$ cat src/rtl/mbos_pkg.sv
// Shared types, constants and control structs for the mark bitmap object scanner.
// No dependencies; every other file in rtl/ imports this package.
`timescale 1ns / 1ps
`default_nettype none

package mbos_pkg;

  // Fixed port widths
  localparam int MAP_WORD_W  = 64;
  localparam int OFFSET_W    = 32;
  localparam int CFG_DATA_W  = 32;
  localparam int CFG_INDEX_W = 2;

  // Default structural parameters
  localparam int SLOTS_PER_BIT_DEF = 2;
  localparam int WORD_BITS_DEF     = 64;
  localparam int OFFSET_BITS_DEF   = 32;

  typedef logic [MAP_WORD_W-1:0]  map_word_t;
  typedef logic [OFFSET_W-1:0]    offset_t;
  typedef logic [CFG_DATA_W-1:0]  cfg_data_t;
  typedef logic [CFG_INDEX_W-1:0] cfg_index_t;

  // Register indexes
  localparam cfg_index_t REG_CHUNK_BASE = CFG_INDEX_W'(0);
  localparam cfg_index_t REG_CHUNK_TOP  = CFG_INDEX_W'(1);

  typedef enum logic [2:0] {
    ST_INIT,
    ST_DIV_A,
    ST_DIV_B,
    ST_IDLE,
    ST_SCAN
  } state_t;

  typedef struct packed {
    logic load_a;
    logic div_step;
    logic load_b;
    logic div_finish;
    logic take_word;
    logic scan;
  } ctrl_cmd_t;

  typedef struct packed {
    logic cfg_hit;
    logic div_zero;
    logic finished;
    logic word_any;
    logic word_stop;
    logic out_free;
  } ctrl_status_t;

endpackage

`default_nettype wire

$ cat src/rtl/mbos_if.sv
// Channel interfaces: bitmap word input and object result output.
// Depends on mbos_pkg for payload types.
`timescale 1ns / 1ps
`default_nettype none

interface mbos_in_if import mbos_pkg::*; ();
  logic      valid;
  logic      ready;
  map_word_t map_word;

  modport source (output valid, output map_word, input ready);
  modport sink   (input valid, input map_word, output ready);
endinterface

interface mbos_out_if import mbos_pkg::*; ();
  logic    valid;
  logic    ready;
  offset_t object_offset;
  logic    object_found;
  logic    word_done;
  logic    range_done;

  modport source (output valid, output object_offset, output object_found,
                  output word_done, output range_done, input ready);
  modport sink   (input valid, input object_offset, input object_found,
                  input word_done, input range_done, output ready);
endinterface

`default_nettype wire

$ cat src/rtl/mbos_dp.sv
// Datapath: config registers, reciprocal-multiply restart split, set-bit scanner,
// pending result and output register. Driven by mbos_ctrl; uses mbos_pkg.
`timescale 1ns / 1ps
`default_nettype none

module mbos_dp import mbos_pkg::*; #(
  parameter int SLOTS_PER_BIT = SLOTS_PER_BIT_DEF,
  parameter int WORD_BITS     = WORD_BITS_DEF,
  parameter int OFFSET_BITS   = OFFSET_BITS_DEF
) (
  input  logic         clk,
  input  logic         rst,
  input  ctrl_cmd_t    cmd,
  output ctrl_status_t status,
  input  logic         cfg_we,
  input  cfg_index_t   cfg_index,
  input  cfg_data_t    cfg_data,
  input  map_word_t    map_word,
  input  logic         obj_ready,
  output logic         obj_valid,
  output offset_t      object_offset,
  output logic         object_found,
  output logic         word_done,
  output logic         range_done
);

  localparam int OB = OFFSET_BITS;
  localparam int WB = WORD_BITS;
  localparam int HB = $clog2(WB);
  localparam int DA = SLOTS_PER_BIT * WORD_BITS;   // slots covered by one word
  localparam int LD = $clog2(DA);

  // base / DA as (base * M1) >> S1, exact for every OB-bit base
  localparam int          S1 = OB + LD;
  localparam int          MW = S1 + 1;
  localparam logic [63:0] M1 = ((64'd1 << S1) + 64'(DA) - 64'd1) / 64'(DA);

  // product built 16 base bits per cycle, high chunk first
  localparam int CH  = 16;
  localparam int NCH = (OB + CH - 1) / CH;
  localparam int PW  = NCH * CH;
  localparam int AW  = PW + MW;
  localparam int CW  = $clog2(NCH + 1);

  // bit index in the word: slot remainder / SLOTS_PER_BIT, same scheme
  localparam int          S2  = LD + $clog2(SLOTS_PER_BIT);
  localparam int          M2W = S2 + 1;
  localparam logic [63:0] M2  = ((64'd1 << S2) + 64'(SLOTS_PER_BIT) - 64'd1) /
                                64'(SLOTS_PER_BIT);

  logic [OB-1:0] chunk_base;
  logic [OB-1:0] chunk_top;

  // restart split
  logic [PW-1:0]      mul_sh;      // base bits not yet multiplied
  logic [AW-1:0]      mul_acc;
  logic [CW-1:0]      div_cnt;
  logic [CH+MW-1:0]   mul_part;
  logic [AW-1:0]      acc_next;
  logic [OB-1:0]      word_quo;
  logic [OB-1:0]      wbase_split;
  logic [LD-1:0]      slot_rem;
  logic [LD+M2W-1:0]  rem_prod;
  logic [HB-1:0]      head_split;

  // scan state
  logic [OB-1:0] wbase;      // slot offset of bit 0 of the current word
  logic [HB-1:0] head;
  logic          finished;
  logic [WB-1:0] mask;
  logic          pend_valid;
  offset_t       pend_ofs;

  logic          out_valid;
  offset_t       out_ofs;
  logic          out_found;
  logic          out_wdone;
  logic          out_rdone;

  logic [HB-1:0] idx;
  logic          any;
  logic [OB:0]   ofs;
  logic          stop;
  logic [OB:0]   next_sum;
  logic [OB-1:0] next_sat;
  logic          next_fin;
  logic          out_free;
  logic          out_write;
  logic          cfg_hit;
  logic          scan_live;

  always_comb begin
    mul_part    = (CH+MW)'(mul_sh[PW-1 -: CH]) * (CH+MW)'(M1[MW-1:0]);
    acc_next    = (mul_acc << CH) + AW'(mul_part);
    word_quo    = mul_acc[S1 +: OB];
    wbase_split = word_quo * OB'(DA);
    slot_rem    = LD'(chunk_base - wbase);
    rem_prod    = (LD+M2W)'(slot_rem) * (LD+M2W)'(M2[M2W-1:0]);
    head_split  = rem_prod[S2 +: HB];
  end

  // lowest set bit of the remaining word
  always_comb begin
    idx = '0;
    for (int i = WB - 1; i >= 0; i--) begin
      if (mask[i]) begin
        idx = HB'(i);
      end
    end
  end

  always_comb begin
    any       = |mask;
    ofs       = {1'b0, wbase} + ((OB+1)'(idx) * (OB+1)'(SLOTS_PER_BIT));
    stop      = any && (ofs >= {1'b0, chunk_top});
    next_sum  = {1'b0, wbase} + (OB+1)'(DA);
    next_sat  = next_sum[OB] ? {OB{1'b1}} : next_sum[OB-1:0];
    next_fin  = (next_sat >= chunk_top);
    out_free  = !out_valid || obj_ready;
    scan_live = cmd.scan && !finished;
    out_write = cmd.scan && (finished || !any || stop || pend_valid);
    cfg_hit   = cfg_we && ((cfg_index == REG_CHUNK_BASE) || (cfg_index == REG_CHUNK_TOP));
  end

  always_comb begin
    status.cfg_hit   = cfg_hit;
    status.div_zero  = (div_cnt == '0);
    status.finished  = finished;
    status.word_any  = any;
    status.word_stop = stop;
    status.out_free  = out_free;
  end

  always_ff @(posedge clk) begin
    if (rst) begin
      chunk_base <= '0;
      chunk_top  <= '0;
      div_cnt    <= '0;
      finished   <= 1'b0;
      pend_valid <= 1'b0;
      out_valid  <= 1'b0;
    end else begin
      if (cfg_we) begin
        unique case (cfg_index)
          REG_CHUNK_BASE: chunk_base <= OB'(cfg_data);
          REG_CHUNK_TOP:  chunk_top  <= OB'(cfg_data);
          default: ;
        endcase
      end

      if (cmd.load_a) begin
        div_cnt <= CW'(NCH);
      end else if (cmd.div_step) begin
        div_cnt <= div_cnt - CW'(1);
      end

      if (cmd.div_finish) begin
        finished <= (chunk_base >= chunk_top);
      end else if (scan_live) begin
        if (stop) begin
          finished <= 1'b1;
        end else if (!any) begin
          finished <= next_fin;
        end
      end

      if (scan_live) begin
        pend_valid <= any && !stop;
      end else if (cmd.scan) begin
        pend_valid <= 1'b0;
      end

      if (out_write) begin
        out_valid <= 1'b1;
      end else if (obj_ready) begin
        out_valid <= 1'b0;
      end
    end
  end

  always_ff @(posedge clk) begin
    if (cmd.load_a) begin
      mul_sh  <= PW'(chunk_base);
      mul_acc <= '0;
    end else if (cmd.div_step) begin
      mul_sh  <= mul_sh << CH;
      mul_acc <= acc_next;
    end

    if (cmd.load_b) begin
      wbase <= wbase_split;
    end

    if (cmd.div_finish) begin
      head <= head_split;
    end

    if (cmd.take_word) begin
      mask <= map_word[WB-1:0] & ({WB{1'b1}} << head);
    end else if (scan_live) begin
      if (any && !stop) begin
        mask     <= mask & (mask - WB'(1));
        pend_ofs <= offset_t'(ofs[OB-1:0]);
      end else begin
        head <= '0;
        if (!any) begin
          wbase <= next_sat;
        end
      end
    end

    if (out_write) begin
      priority if (finished) begin
        out_ofs   <= '0;
        out_found <= 1'b0;
        out_wdone <= 1'b1;
        out_rdone <= 1'b1;
      end else if (any && !stop) begin
        out_ofs   <= pend_ofs;
        out_found <= 1'b1;
        out_wdone <= 1'b0;
        out_rdone <= 1'b0;
      end else begin
        out_ofs   <= pend_valid ? pend_ofs : '0;
        out_found <= pend_valid;
        out_wdone <= 1'b1;
        out_rdone <= stop ? 1'b1 : next_fin;
      end
    end
  end

  assign obj_valid     = out_valid;
  assign object_offset = out_ofs;
  assign object_found  = out_found;
  assign word_done     = out_wdone;
  assign range_done    = out_rdone;

endmodule

`default_nettype wire

$ cat src/rtl/mbos_ctrl.sv
// Controller FSM: restart division sequence, word accept and scan stepping.
// Talks to mbos_dp through ctrl_cmd_t / ctrl_status_t from mbos_pkg.
`timescale 1ns / 1ps
`default_nettype none

module mbos_ctrl import mbos_pkg::*; (
  input  logic         clk,
  input  logic         rst,
  input  logic         in_valid,
  input  ctrl_status_t status,
  output ctrl_cmd_t    cmd
);

  state_t state;
  state_t state_next;
  logic   word_end;

  assign word_end = status.out_free &&
                    (status.finished || !status.word_any || status.word_stop);

  always_ff @(posedge clk) begin
    if (rst) begin
      state <= ST_INIT;
    end else begin
      state <= state_next;
    end
  end

  always_comb begin
    state_next = state;
    if (status.cfg_hit) begin
      state_next = ST_INIT;
    end else begin
      unique case (state)
        ST_INIT:  state_next = ST_DIV_A;
        ST_DIV_A: if (status.div_zero) state_next = ST_DIV_B;
        ST_DIV_B: if (status.div_zero) state_next = ST_IDLE;
        ST_IDLE:  if (in_valid) state_next = ST_SCAN;
        ST_SCAN:  if (word_end) state_next = ST_IDLE;
        default:  state_next = ST_INIT;
      endcase
    end
  end

  always_comb begin
    cmd = '0;
    unique case (state)
      ST_INIT: begin
        cmd.load_a = 1'b1;
      end
      ST_DIV_A: begin
        cmd.div_step = !status.div_zero;
        cmd.load_b   = status.div_zero;
      end
      ST_DIV_B: begin
        cmd.div_step   = !status.div_zero;
        cmd.div_finish = status.div_zero;
      end
      ST_IDLE: begin
        cmd.take_word = !status.cfg_hit;
      end
      ST_SCAN: begin
        cmd.scan = status.out_free;
      end
      default: ;
    endcase
  end

endmodule

`default_nettype wire

$ cat src/rtl/mark_bitmap_object_scanner_top.sv
// Mark bitmap object scanner: reports the slot offset of every marked object
// in a heap chunk, one result per object. Uses mbos_pkg, mbos_if, mbos_ctrl
// and mbos_dp.
//
// Channels: map_in takes one bitmap word per handshake, starting with the word
// that covers chunk_base; obj_out gives one word per object found (or one
// empty result per bitmap word), word_done on the last of each bitmap word.
// Config: cfg_we/cfg_index/cfg_data write chunk_base (0) or chunk_top (1);
// any such write restarts the scan at chunk_base.
// Restart: after reset or a config write the base is split into word base and
// bit position by reciprocal multiplication, 16 base bits per cycle, and
// map_in.ready stays low meanwhile.
// Per word: the word is accepted, then the find-first-set scanner takes one
// step per reported object and one for the end of the word, stepping only
// while the output register is free. Results are held back one step so
// word_done can be set.
// Stall: results sit in an output register; the scan stops while it is full
// and not taken, and no new word is taken until the current word completes.
`timescale 1ns / 1ps
`default_nettype none

module mark_bitmap_object_scanner_top import mbos_pkg::*; #(
  parameter int SLOTS_PER_BIT = SLOTS_PER_BIT_DEF,
  parameter int WORD_BITS     = WORD_BITS_DEF,
  parameter int OFFSET_BITS   = OFFSET_BITS_DEF
) (
  input  logic       clk,
  input  logic       rst,
  input  logic       cfg_we,
  input  cfg_index_t cfg_index,
  input  cfg_data_t  cfg_data,
  mbos_in_if.sink    map_in,
  mbos_out_if.source obj_out
);

  ctrl_cmd_t    cmd;
  ctrl_status_t status;

  mbos_ctrl u_ctrl (
    .clk      (clk),
    .rst      (rst),
    .in_valid (map_in.valid),
    .status   (status),
    .cmd      (cmd)
  );

  mbos_dp #(
    .SLOTS_PER_BIT (SLOTS_PER_BIT),
    .WORD_BITS     (WORD_BITS),
    .OFFSET_BITS   (OFFSET_BITS)
  ) u_dp (
    .clk           (clk),
    .rst           (rst),
    .cmd           (cmd),
    .status        (status),
    .cfg_we        (cfg_we),
    .cfg_index     (cfg_index),
    .cfg_data      (cfg_data),
    .map_word      (map_in.map_word),
    .obj_ready     (obj_out.ready),
    .obj_valid     (obj_out.valid),
    .object_offset (obj_out.object_offset),
    .object_found  (obj_out.object_found),
    .word_done     (obj_out.word_done),
    .range_done    (obj_out.range_done)
  );

  assign map_in.ready = cmd.take_word;

endmodule

`default_nettype wire

$ cat src/flat_wrapper.sv
// flat-port wrapper written by rule: the top's interface ports become plain ports
module mark_bitmap_object_scanner_top_flat import mbos_pkg::*;
#(
  parameter int SLOTS_PER_BIT = SLOTS_PER_BIT_DEF,
  parameter int WORD_BITS     = WORD_BITS_DEF,
  parameter int OFFSET_BITS   = OFFSET_BITS_DEF
)
  (clk, rst, cfg_we, cfg_index, cfg_data, map_in_valid, map_in_map_word, map_in_ready, obj_out_valid, obj_out_object_offset, obj_out_object_found, obj_out_word_done, obj_out_range_done, obj_out_ready);
  mbos_in_if map_in_i ();
  mbos_out_if obj_out_i ();
  input  logic clk;
  input  logic rst;
  input  logic cfg_we;
  input  cfg_index_t cfg_index;
  input  cfg_data_t cfg_data;
  input wire logic [$bits(map_in_i.valid)-1:0] map_in_valid;
  input wire logic [$bits(map_in_i.map_word)-1:0] map_in_map_word;
  output wire logic [$bits(map_in_i.ready)-1:0] map_in_ready;
  output wire logic [$bits(obj_out_i.valid)-1:0] obj_out_valid;
  output wire logic [$bits(obj_out_i.object_offset)-1:0] obj_out_object_offset;
  output wire logic [$bits(obj_out_i.object_found)-1:0] obj_out_object_found;
  output wire logic [$bits(obj_out_i.word_done)-1:0] obj_out_word_done;
  output wire logic [$bits(obj_out_i.range_done)-1:0] obj_out_range_done;
  input wire logic [$bits(obj_out_i.ready)-1:0] obj_out_ready;
  assign map_in_i.valid = map_in_valid;
  assign map_in_i.map_word = map_in_map_word;
  assign map_in_ready = map_in_i.ready;
  assign obj_out_valid = obj_out_i.valid;
  assign obj_out_object_offset = obj_out_i.object_offset;
  assign obj_out_object_found = obj_out_i.object_found;
  assign obj_out_word_done = obj_out_i.word_done;
  assign obj_out_range_done = obj_out_i.range_done;
  assign obj_out_i.ready = obj_out_ready;
  mark_bitmap_object_scanner_top #(.SLOTS_PER_BIT(SLOTS_PER_BIT), .WORD_BITS(WORD_BITS), .OFFSET_BITS(OFFSET_BITS)) u_core (.clk(clk), .rst(rst), .cfg_we(cfg_we), .cfg_index(cfg_index), .cfg_data(cfg_data), .map_in(map_in_i), .obj_out(obj_out_i));
endmodule
$ cat config.mk
export PLATFORM = sky130hd
export DESIGN_NAME = mark_bitmap_object_scanner_top_flat
export DESIGN_NICKNAME = d
export VERILOG_FILES = /design/src/rtl/mbos_pkg.sv /design/src/rtl/mbos_if.sv /design/src/rtl/mbos_dp.sv /design/src/rtl/mbos_ctrl.sv /design/src/rtl/mark_bitmap_object_scanner_top.sv /design/src/flat_wrapper.sv
export SDC_FILE = /design/constraint.sdc
export NUM_CORES = 1
export LEC_CHECK = 0
export BUFFER_PORTS_ARGS = -buffer_cell sky130_fd_sc_hd__buf_2
export CORE_MARGIN = 1.5
export CORE_UTILIZATION = 65
export DETAILED_ROUTE_END_ITERATION = 16
export PLACE_DENSITY = 0.86
export SYNTH_ARGS = -nofsm -noshare
export SYNTH_HDL_FRONTEND = slang
export SYNTH_SLANG_ARGS = --single-unit
$ cat constraint.sdc
create_clock -name clk -period 10.6 [get_ports clk]
set_clock_uncertainty 0.1 [all_clocks]
set_input_delay 2.65 -clock clk [delete_from_list [all_inputs] [get_ports clk]]
set_output_delay 2.65 -clock clk [all_outputs]
set_load 0.05 [all_outputs]
* Yosys cells after proc, flatten, opt, wreduce, memory -nomap -nowiden *
Index checks and enable logic that the tools add are counted.

word-level totals
  bits of input ports = 103
  register bits after elaboration = 337
  output and inout port bits = 37

cells by class
  bitwise gates (word level) = 3
  add/subtract/negate cells = 6
  $lt $le $gt $ge = 3
  muxes and demuxes = 106
  equal/unequal tests = 10
  shifts and indexed selects = 1
  reduce and logical (&&, ||, !) cells = 36

operator list
  operator               count
  $mux 6                 68
  $mux 32                10
  $mux 64                3
  $and 64x64->64         2
  $add 64x48->64         1
  $ge 32x32->1           2
  $reduce_or 64->1       1
  $shl 64x6->64 const A  1
  $sub 64x1->64 const B  1
  $add 32x7->33          1
  $add 32x8->33 const B  1
  $ge 33x32->1           1
  $mux 1                 18
  $pmux 3 s5             1
  $mux 3                 4
  $reduce_bool 2->1      6
  $ne 2x2->1 const B     4
  $reduce_and 2->1       4
  $sub 7x7->7            1
  $eq 3x2->1 const B     2
  $logic_and 1x1->1      6
  $logic_not 1->1        6
  $reduce_or 2->1        3
  $logic_or 1x1->1       5
  other kinds (11)       13

* Depth between registers and ports, before layout *
Gate-level depths: netlist (run 1).

  depth after elaboration = 72
  mapped depth = 25
  gate-level depth less buffers = 24

* By module *
From an unflattened synthesis (run 1), not the netlist that was laid out.

second synthesis, totals
  cells, all modules = 1799
  area total of the unflattened synthesis = 16882.4 um^2

by module, submodules not included
  module     instances  cells each  area each (um^2)
  mbos_dp    1          1760        16579.7
  mbos_ctrl  1          39          302.8

* Least setup slack after synthesis (run 1) *
OpenSTA, ideal clock, no wires.

  kind = in2out
  start = input cfg_we
  end = output map_in_ready
  buffers on the path = 2
  arrival = 4213 ps
  stages = 5
  slack = 3637 ps
  cells stage by stage = nor2b_1 > or3_1 > inv_1 > clkbuf_1 > buf_1

between the ends
  cells in the longest elaborated chain, start to end = 3

ends and longest elaborated chain
  what               line                text
  start, declared    flat_wrapper.sv:13  input logic cfg_we;
  $logic_and 1x1->1  mbos_dp.sv:122      cfg_hit = cfg_we && ((cfg_index == REG_CHUNK_BASE) || (cfg_index == REG_CHUNK_TOP));
  $logic_not 1->1    mbos_ctrl.sv:60     cmd.take_word = !status.cfg_hit;
  $mux 1             mbos_ctrl.sv:47     unique case (state)
  end, declared      flat_wrapper.sv:18  output wire logic [$bits(map_in_i.ready)-1:0] map_in_ready;

Every way passes these cells.

* Final worst setup path (run 1) *
  start = register u_core.u_dp.mask[56]
  end = register u_core.u_dp.out_ofs[17], in the netlist u_core.u_dp.object_offset[17], enable pin

between the ends
  cells in the longest elaborated chain, start to end = 63
  elaborated cells on any way between the ends = 66

ends and longest elaborated chain
  what                             line            text
  start, declared                  mbos_dp.sv:70   logic [WB-1:0] mask;
  start signal, assigned           mbos_dp.sv:199  mask <= map_word[WB-1:0] & ({WB{1'b1}} << head);
  start signal, assigned           mbos_dp.sv:202  mask <= mask & (mask - WB'(1));
  $mux 6 (57 in series)            mbos_dp.sv:106  if (mask[i]) begin
  $add 32x7->33                    mbos_dp.sv:114  ofs = {1'b0, wbase} + ((OB+1)'(idx) * (OB+1)'(SLOTS_PER_BIT));
  named net u_core.u_dp.ofs[31]    mbos_dp.sv:82   logic [OB:0] ofs;
  $ge 33x32->1                     mbos_dp.sv:115  stop = any && (ofs >= {1'b0, chunk_top});
  $logic_and 1x1->1                mbos_dp.sv:115
  $logic_or 1x1->1 (2 in series)   mbos_dp.sv:121  out_write = cmd.scan && (finished || !any || stop || pend_valid);
  $logic_and 1x1->1                mbos_dp.sv:121
  named net u_core.u_dp.out_write  mbos_dp.sv:88   logic out_write;
  end signal, assigned             mbos_dp.sv:219  out_ofs <= pend_ofs;
  end signal, assigned             mbos_dp.sv:224  out_ofs <= pend_valid ? pend_ofs : '0;
  end, declared                    mbos_dp.sv:75   offset_t out_ofs;

The timed path passes the listed nets, and every way through them passes these cells.
A chain may end at the register's enable or synchronous reset.

==> results.txt, run 1 <==
Setup repair after global routing left no endpoint under its margin. The worst register-to-register path has a depth of 23. The synthesized design contains 305 register bits.

Derived from the worst setup path, the maximum achievable clock frequency is 0.131 GHz. The worst pin sits at a relative slew slack of 17.5%. The H-tree was split into 2 levels. 0 antenna diodes ended up in the layout. The tools report the final-layout setup total negative slack as 0 ns. In this run the worst setup path begins at u_core.u_dp.mask[56]$_DFFE_PP_. The number of gates resized after CTS was 0.

The logs give 14700 for the total via count after detailed routing and 26700 sq um for the total die area. The worst setup path is launched from a register. The logs give 0.53 ns for the clock insertion delay at the later pin of the skew report and 0 for the warning count from the yosys run.

Walking the worst path, the cells encountered are nor4_1, a21oi_1, o21ai_0, a21boi_0, o21ai_0, a21oi_1, o21ai_0, ha_1, a21o_1, a21oi_1, o21bai_1, a21oi_1, nor2_1, nand4_1, xnor2_1, ha_1, and4_1, nand3_1, nor4_1, o31ai_1, o2111ai_2, o31ai_1, inv_1. The post-CTS setup repair buffer count came out at 0. Most frequent cell after synthesis: nand2_1. The setup violation total in the final timing report is 0.

The ratio of total power to cell area is 178 nW/um^2. The core region area was 25300 sq um. The run gives 2.96 ns as the worst-case register-to-register setup slack. The tools report the worst hold path startpoint as u_core.u_dp.mul_acc[55]$_SDFFE_PP0P_. The run finished with clean final reports. The first detailed-routing pass ran for 6 iterations. The longest clock path from root to sink contains 3 buffers. Counting every sink on the clock net gives 305.

In this run the vertical extent of the chip is 163 um. Counting stages on the worst path, the most repeated cell is a21oi_1. The wire length of the first global-routing pass came out at 71500 um.

The final cycle utilization of the critical path works out to 72.1%. For the pin with the worst max-slew slack, the measured transition is 1.23 ns. The via count of the first global-routing pass was 13600. The startpoint identified for the worst register-to-register timing path is u_core.u_dp.mask[56]$_DFFE_PP_. The timing endpoint of the critical path was u_core.u_dp.object_offset[17]$_SDFFCE_PP0P_. Count of flip-flops with a built-in enable after synthesis: 163. The worst setup path is captured at a register. A synthesized cell averages 8.88 sq um.

The floorplan step set the die width to 163 um. In the global route stage, overall resource usage came out at 34.6%. The detailed-route wire length per cell works out to 19.8 um.

Summing internal, switching and leakage power gives 3330 uW. The largest single stage delay on the critical path is 0.91 ns. The worst IR drop on VDD came out at 0.000186 V. The initial antenna violation count came out at 1. For the cell row count, the log shows 58. The worst setup path is of the reg -> reg kind. Prior to clock tree synthesis, the placed netlist has a worst setup slack of 3.18 ns. The average vias per placed instance is 6.31.

The tool flagged a number of max-cap violations equal to 0. The post-layout net count was 2189; the number of nets with antenna violations after detailed routing was 0. In this run the count of I/O pins placed on the die edge is 140.

The growth of design area from synthesis to finish is 12.0%. The tools report the count of pins over their slew limit as 0. The logs give 73 for the count of different cell masters after synthesis and 18700 sq um for the summed area of non-filler cells in the final layout.

The endpoint identified for the worst register-to-register timing path is u_core.u_dp.object_offset[17]$_SDFFCE_PP0P_. The tools report the data arrival time at the worst-slack endpoint as 7.68 ns. The proportion of layout cells with a drive suffix above 1 came out at 12.2%.

The cell sitting at the root of the clock tree is a clkbuf_16. The path class of the tightest hold or removal check is reg -> reg. Buffers inserted during clock tree synthesis total 34. When the netlist entered floorplanning its net count stood at 2099.

The area share of the leading cell type in the synthesized netlist was 29.3%. Once placement finished, the instance area stood at 17600 sq um. Among all flip-flop cells after synthesis, the most frequent one is edfxtp_1.

The DRC violation count after routing is 0. The slowest stage of the critical path belongs to the cell inv_1. The final-report hold violation count is 0. Entering global routing, the biggest net connects 76 pins.

In the post-synthesis netlist, the biggest area contributors are edfxtp_1, dfxtp_1, nand2_1, ha_1, a21oi_1. The share of synthesized flip-flops with an asynchronous set or reset is 0%. Summed over all layers, the global routing overflow is 0.

The sequential-to-total area share from yosys stat was 46.2%; the number of buffers inserted by port buffering was 139. The largest driver fanout on the critical path was 35. TritonCTS built the clock tree. The number of buffers inserted for hold repair after clock tree synthesis is 0, and the starting utilization of the core area is 66.2%. The cell area that synthesis handed to floorplanning was 16700 sq um. The placer congestion estimate was 0.998; the final wirelength was 46200 um. The analysis attributes to cell leakage a power of 0.00736 uW. Cell type with the highest aggregate area in the netlist: edfxtp_1. STA puts the critical path data required time at 10.64 ns. Counting instances in the post-synthesis netlist gives the leading cell types as nand2_1, edfxtp_1, a21oi_1, dfxtp_1, nor2_1. After clock tree synthesis, the clock-pin slew on the worst setup and hold paths is 0.06 ns.

Synthesis produced a netlist whose cell count is 1885. After layout, the worst setup slack is 2.96 ns. The clock period could shrink to 7.64 ns. Detailed placement finished with a half-perimeter wire length of 34000 um.

The first routing iteration left 1887 violations.
per-layer routing:
layer	up-vias	wire, um	GRT usage [%]
met1	6896	19300	49.3
met5	-	46	0
li1	6883	-	-
met4	2	1270	10.8
met3	109	5130	8.30
met2	829	20400	51.9
kinds of logic (layout without fill, tap and decap cells):
kind of cell	Yosys count	after routing	share of synthesized area, %
compound gates	427	427	15.5
xor+xnor	53	53	2.77
fa+ha+maj	111	111	8.39
buf+inv	169	285	3.96
flops	305	305	46.2
mux	5	5	0.314
simple gates	815	815	22.8
placed cells by master, fill, tap and decap left out, drive strengths merged, types with 28 or more instances in the layout:
master / netlist / final
a21oi: 159 / 159
and2: 50 / 50
buf: 19 / 152
clkbuf: 79 / 52
dfxtp: 142 / 142
edfxtp: 163 / 163
ha: 109 / 109
inv: 69 / 73
nand2: 398 / 398
nand3: 86 / 86
nor2: 121 / 121
nor3: 30 / 30
o21ai: 104 / 104
xor2: 28 / 28
where the power goes:
group / total, uW / internal (uW) / switching (uW)
Sequential: 1470 / 1360 / 107
Combinational: 647 / 224 / 423
Clock: 1210 / 724 / 491
Total: 3330 / 2310 / 1020
layout make-up:
type	instances	area, sq um
multi-input combinational	1411	8360
sequential	305	7740
inverter	71	267
clock inverter	10	154
clock buffer	52	1010
fill	1825	6520
timing repair buffer	152	793
tap	330	413
per-stage QoR:
step / instances / hold slack, ns / util [%]
6_report: 2331 / 0.354 / 74.2
2_1_floorplan: 1885 / 0.332 / -
3_5_place_dp: 2269 / 0.344 / 69.6
4_1_cts: 2331 / 0.355 / 74.2
3_3_place_gp: 2269 / 0.338 / 69.6
5_1_grt: 2331 / 0.376 / 74.2
critical path: cells and delay by family, from the launching register on:
family,cells,cell delay [ns]
and+or+nand+nor,6,1.93
buffers and inverters,1,0.91
AOI/OAI and AO/OA,13,3.17
adders and majority gates,2,0.59
xor gates and xnor gates,1,0.10
DFF,1,0.44
registers in the layout, indices dropped and copies added (netlist names):
name and count:
u_core.u_dp.mask 64, u_core.u_dp.head 6, u_core.u_dp.range_done 1, u_core.u_dp.finished 1, u_core.u_dp.chunk_base 32, u_core.u_dp.pend_ofs 32
u_core.u_dp.pend_valid 1, u_core.u_dp.mul_acc 32, u_core.u_dp.chunk_top 32, u_core.u_dp.div_cnt 2, u_core.u_dp.object_offset 32, u_core.u_dp.word_done 1
u_core.u_dp.object_found 1, u_core.u_dp.wbase 32, u_core.u_ctrl.state 3, u_core.u_dp.mul_sh 32, u_core.u_dp.obj_valid 1
how the worst min path moves through the flow:
| stage | slack [ns] | endpoint | cells after the start |
|---|---|---|---|
| 6_report | 0.35 | u_core.u_dp.mul_acc[55]$_SDFFE_PP0P_ | 2 |
| 5_1_grt | 0.38 | u_core.u_dp.chunk_top[6]$_SDFFE_PP0P_ | 2 |
| 4_1_cts | 0.36 | u_core.u_dp.mul_acc[55]$_SDFFE_PP0P_ | 2 |
| 3_5_place_dp | 0.34 | u_core.u_dp.mul_acc[50]$_SDFFE_PP0P_ | 2 |
| 3_3_place_gp | 0.34 | u_core.u_dp.mul_acc[50]$_SDFFE_PP0P_ | 2 |
| 2_1_floorplan | 0.33 | u_core.u_dp.mul_acc[48]$_SDFFE_PP0P_ | 2 |
Power figures use the tool's default switching activity.
==> run 2, diff against run 1 <==
ABC_AREA = 1   (was not set)
CORE_UTILIZATION = 55   (was 65)
PLACE_DENSITY = 0.77   (was 0.86)
clock period = 6.1 ns   (was 10.6 ns; I/O delays follow)
==> run 2 against run 1 <==
Against the previous run:
- the flow now finishes with violations (negative setup slack)
- routed wire length increased by 16%
- die area rose by 19%
- flip-flop and latch count unchanged
- clock-buffer cell count decreased by 7
- sequential share of layout area is 5.2 points lower
- global-route usage is 1.5 points lower
- critical path type unchanged
- largest power group unchanged
==> results.txt, run 2 <==
The overall die height is 179 um (was 163 um). Cell at the root of the clock tree: clkbuf_16 (unchanged). The register ranked first by flip-flop count was u_core.u_dp.mask (unchanged). The pre-CTS setup slack was -1.74 ns (was 3.18 ns); the proportion of layout cells with a drive suffix above 1 was 20.0% (was 12.2%).

The logs give 53700 um (was 46200 um) for the final wirelength and 1 (unchanged) for the initial antenna violation count. The post-layout net count came out at 2700 (was 2189). The area share of and/or/nand/nor cells after synthesis was 20.1% (was 22.8%); the number of levels in the clock H-tree was 2 (unchanged). The leakage power came out at 0.00961 uW (was 0.00736 uW).

Most used cells in the layout excluding fill and tap cells: nor2_1, nand2_1, inv_1 (was nand2_1, edfxtp_1, a21oi_1). The final cycle utilization of the critical path works out to 128% (was 72.1%). The run gives 80900 um (was 71500 um) as the wire length of the first global-routing pass. The growth of design area from synthesis to finish is 26.5% (was 12.0%). The main combinational cell family by area after synthesis is simple AND/OR/NAND/NOR gates (unchanged). The commonest non-fill, non-tap cell in the layout is nor2_1 (was nand2_1). The tools report the number of buffers created by CTS as 34 (unchanged).

Total global routing track utilization: 33.0% (was 34.6%). Antenna diode count: 0 (unchanged). The area of the multi-input gates was 8130 sq um (was 8360 sq um). The number of fill cells was 2382 (was 1825); the count of state elements after synthesis was 305 (unchanged).

The run gives 8.00 ns (was 7.68 ns) as the data arrival time at the worst-slack endpoint. The worst min-delay path category was reg -> reg (unchanged). The count of pins over their slew limit was 0 (unchanged).

The flow ran to the end, but the final reports show violations. The prevailing post-synth register cell is edfxtp_1 (unchanged). Setup repair after global routing could not meet its margin everywhere. The largest driver fanout on the critical path was 9 (was 35); the setup violation total in the final timing report was 194 (was 0). The run gives 0.987 (was 0.998) as the placer congestion estimate. The clock transition at the registers of the reported paths is 0.06 ns (about the same), and the cell row count is 64 (was 58). The run gives 0.000255 V (was 0.000186 V) as the worst IR drop on VDD. The tools report the number of maximum-capacitance constraint violations as 0 (unchanged). The post-synth design cell area is 17000 sq um (was 16700 sq um). The capturing element type of the critical path was a register (unchanged). The tools report the source of the worst register-to-register timing path as u_core.u_dp.mask[61]$_DFFE_PP_ (was u_core.u_dp.mask[56]$_DFFE_PP_).

The DRC violation count after routing came out at 0 (unchanged). The post-synthesis share of cell area spent on full adders, half adders and majority gates was 8.28% (was 8.39%). For the total area of sequential cells, the log shows 7740 sq um (unchanged).

The detailed-route wire length per cell works out to 18.5 um (was 19.8 um). The run gives 55.7% (was 66.2%) as the starting utilization of the core area. The sequential-to-total area share from yosys stat is 45.6% (was 46.2%).

Top cells by area in the synthesized netlist: edfxtp_1, dfxtp_1, ha_1, nor2_1, nand2_1 (was edfxtp_1, dfxtp_1, nand2_1, ha_1, a21oi_1). The shortest period the worst path allows was 7.81 ns (was 7.64 ns). The cell with the most instances on the worst path was nand2_1 (was a21oi_1). The logs give 39500 um (was 34000 um) for the half-perimeter wire length of the detailed placement result and 16500 (was 14700) for the total via count after detailed routing. The average vias per placed instance was 5.69 (was 6.31); the clock sink count was 305 (unchanged). The first element of the critical path was u_core.u_dp.mask[61]$_DFFE_PP_ (was u_core.u_dp.mask[56]$_DFFE_PP_).

The logs give 0 (unchanged) for the total congestion overflow after global routing and 30400 sq um (was 25300 sq um) for the core region area. The summed area of non-filler cells in the final layout is 21400 sq um (was 18700 sq um). The run gives 7650 uW (was 3330 uW) as the post-route total power. The ratio of total power to cell area works out to 357 nW/um^2 (was 178 nW/um^2). The area share of the leading cell type in the synthesized netlist works out to 28.9% (was 29.3%).

The tools report the total die area as 31900 sq um (was 26700 sq um). The largest incremental delay on the critical path came out at 0.39 ns (was 0.91 ns). The cell type with the highest aggregate area in the netlist is edfxtp_1 (unchanged).

The share of synthesized flip-flops with an asynchronous set or reset came out at 0% (unchanged). Iteration count of the initial detailed-routing pass: 6 (unchanged). The warning count from the yosys run was 0 (unchanged).

The worst hold path startpoint is u_core.u_dp.mul_acc[32]$_SDFFE_PP0P_ (was u_core.u_dp.mul_acc[55]$_SDFFE_PP0P_). The net count of the mapped netlist is 2368 (was 2099). The chip width was 179 um (was 163 um). The tools report the number of buffers inserted for hold repair after clock tree synthesis as 0 (unchanged). Startpoint-to-endpoint class of the critical path: reg -> reg (unchanged). Post-synthesis xor/xnor area fraction: 1.60% (was 2.77%). The nature of the critical path startpoint is a register (unchanged). TritonCTS built the clock tree. The average instance area after synthesis was 7.87 sq um (was 8.88 sq um). The largest buffer count on any clock path is 3 (unchanged). The headroom to the max-slew limit was 14.3% (was 17.5%). The slew at the pin with the worst max-slew slack is 1.28 ns (was 1.23 ns). The final reports fail on negative setup slack.

Number of buffers inserted by port buffering: 139 (unchanged). The tools report the post-route worst setup slack as -1.71 ns (was 2.96 ns). The run gives 140 (unchanged) as the top-level port count. For the total placed instance area, the log shows 19400 sq um (was 17600 sq um). The logs give 15400 (was 13600) for the via count of the first global-routing pass and 41 (was 73) for the count of different cell masters after synthesis.

Final-report hold violation count: 0 (unchanged). The data required time at the worst endpoint was 6.30 ns (was 10.64 ns). The clock insertion delay at the later pin of the skew report is 0.53 ns (about the same).

The maximum number of pins on one net before global-route repair is 66 (was 76), and the count of flip-flops with a built-in enable after synthesis is 163 (unchanged). The slowest cell on the critical path is edfxtp_1 (was inv_1). The compound-gate portion of the synthesized area is 15.3% (was 15.5%). The number of instances in the synthesized netlist was 2154 (was 1885).

Flip-flop count of the largest register after layout: 64 (unchanged). The post-synthesis mux area share was 0.354% (was 0.314%). The maximum frequency from static timing analysis came out at 0.128 GHz (was 0.131 GHz). The number of nets with antenna violations after detailed routing is 0 (unchanged). Most frequent cells after synthesis: nor2_1, nand2_1, inv_1, o21ai_0, edfxtp_1 (was nand2_1, edfxtp_1, a21oi_1, dfxtp_1, nor2_1).

The most frequent cell after synthesis was nor2_1 (was nand2_1). The run gives 1863 (was 1887) as the number of DRC violations after detailed-routing iteration 0.
-- run 2: cell types whose count changed after synthesis, sizes merged, moves of 16 or more --
cell	delta
xnor2	-21
a31oi	-17
buf	-16
a21oi	-24
nor2	+223
inv	+257
clkbuf	-18
and2	-50
o21ai	+144
nand2	-70
nand2b	-16
-- run 2: stage by stage --
| stage | util, % | TNS (ns) | hold slack, ns | instances |
|---|---|---|---|---|
| 5_1_grt | 70.5 | -464.85 | 0.377 | 2908 |
| 3_5_place_dp | 63.7 | -311.71 | 0.361 | 2804 |
| 2_1_floorplan | - | -191.63 | 0.329 | 2154 |
| 6_report | 70.5 | -306.96 | 0.369 | 2908 |
| 4_1_cts | 69.3 | -289.52 | 0.366 | 2895 |
| 3_3_place_gp | 63.7 | -292.94 | 0.345 | 2804 |
-- run 2: report_power, final --
group	leakage (uW)	switching, uW	total (uW)	internal [uW]
logic	0.00638	1640	2810	1170
registers	0.00270	265	2810	2550
clock network	0.000529	860	2030	1170
-- run 2: cell type report --
class                           count  share of cell area, %
Tap cell                          396                   2.31
Clock inverter                     17                  0.747
Multi-Input combinational cell   1454                   37.9
Timing Repair inverter              1                 0.0408
Timing Repair Buffer              359                   12.7
Sequential cell                   305                   36.1
Clock buffer                       45                   4.30
Inverter                          331                   5.91
-- run 2: critical path, delay by kind of cell, from the launching register on --
kind                     cells  cell delay, ns
AND/OR/NAND/NOR             71            3.97
buffers and inverters       10            1.11
AO/OA/AOI/OAI                9            1.06
adder cells (fa/ha/maj)      3            0.77
flip-flops                   1            0.39
XOR/XNOR                     1            0.16
-- run 2: path summary, 6_finish.rpt --
kind	slack, ns	cells past startpoint	to
min reg2reg	0.37	2	u_core.u_dp.mul_acc[48]$_SDFFE_PP0P_
max	-1.71	94	u_core.u_dp.object_offset[16]$_SDFFCE_PP0P_
min	0.37	2	u_core.u_dp.mul_acc[48]$_SDFFE_PP0P_
max reg2reg	-1.71	94	u_core.u_dp.object_offset[16]$_SDFFCE_PP0P_
-- run 2: what timing repair did --
action | in CTS | in global routing
pin swaps | 3 | 10
setup buffers | 22 | 11
gates resized for setup | 52 | 55
gates cloned | 7 | 3
setup endpoints to repair | 194 | 202
-- run 2: cells by family (layout without fill, tap and decap cells) --
family	count (synthesis)	count (layout)
muxes	6	6
adders and majority gates	111	111
xor gates and xnor gates	31	31
buffers and inverters	395	753
and+or+nand+nor	835	835
AOI/OAI and AO/OA	471	471
DFF	305	305
-- run 2: per-layer routing --
layer	track usage, %	routed length (um)
met1	47.6	22900
met2	49.9	23800
met3	6.01	5410
met5	0	11
met4	11.1	1600
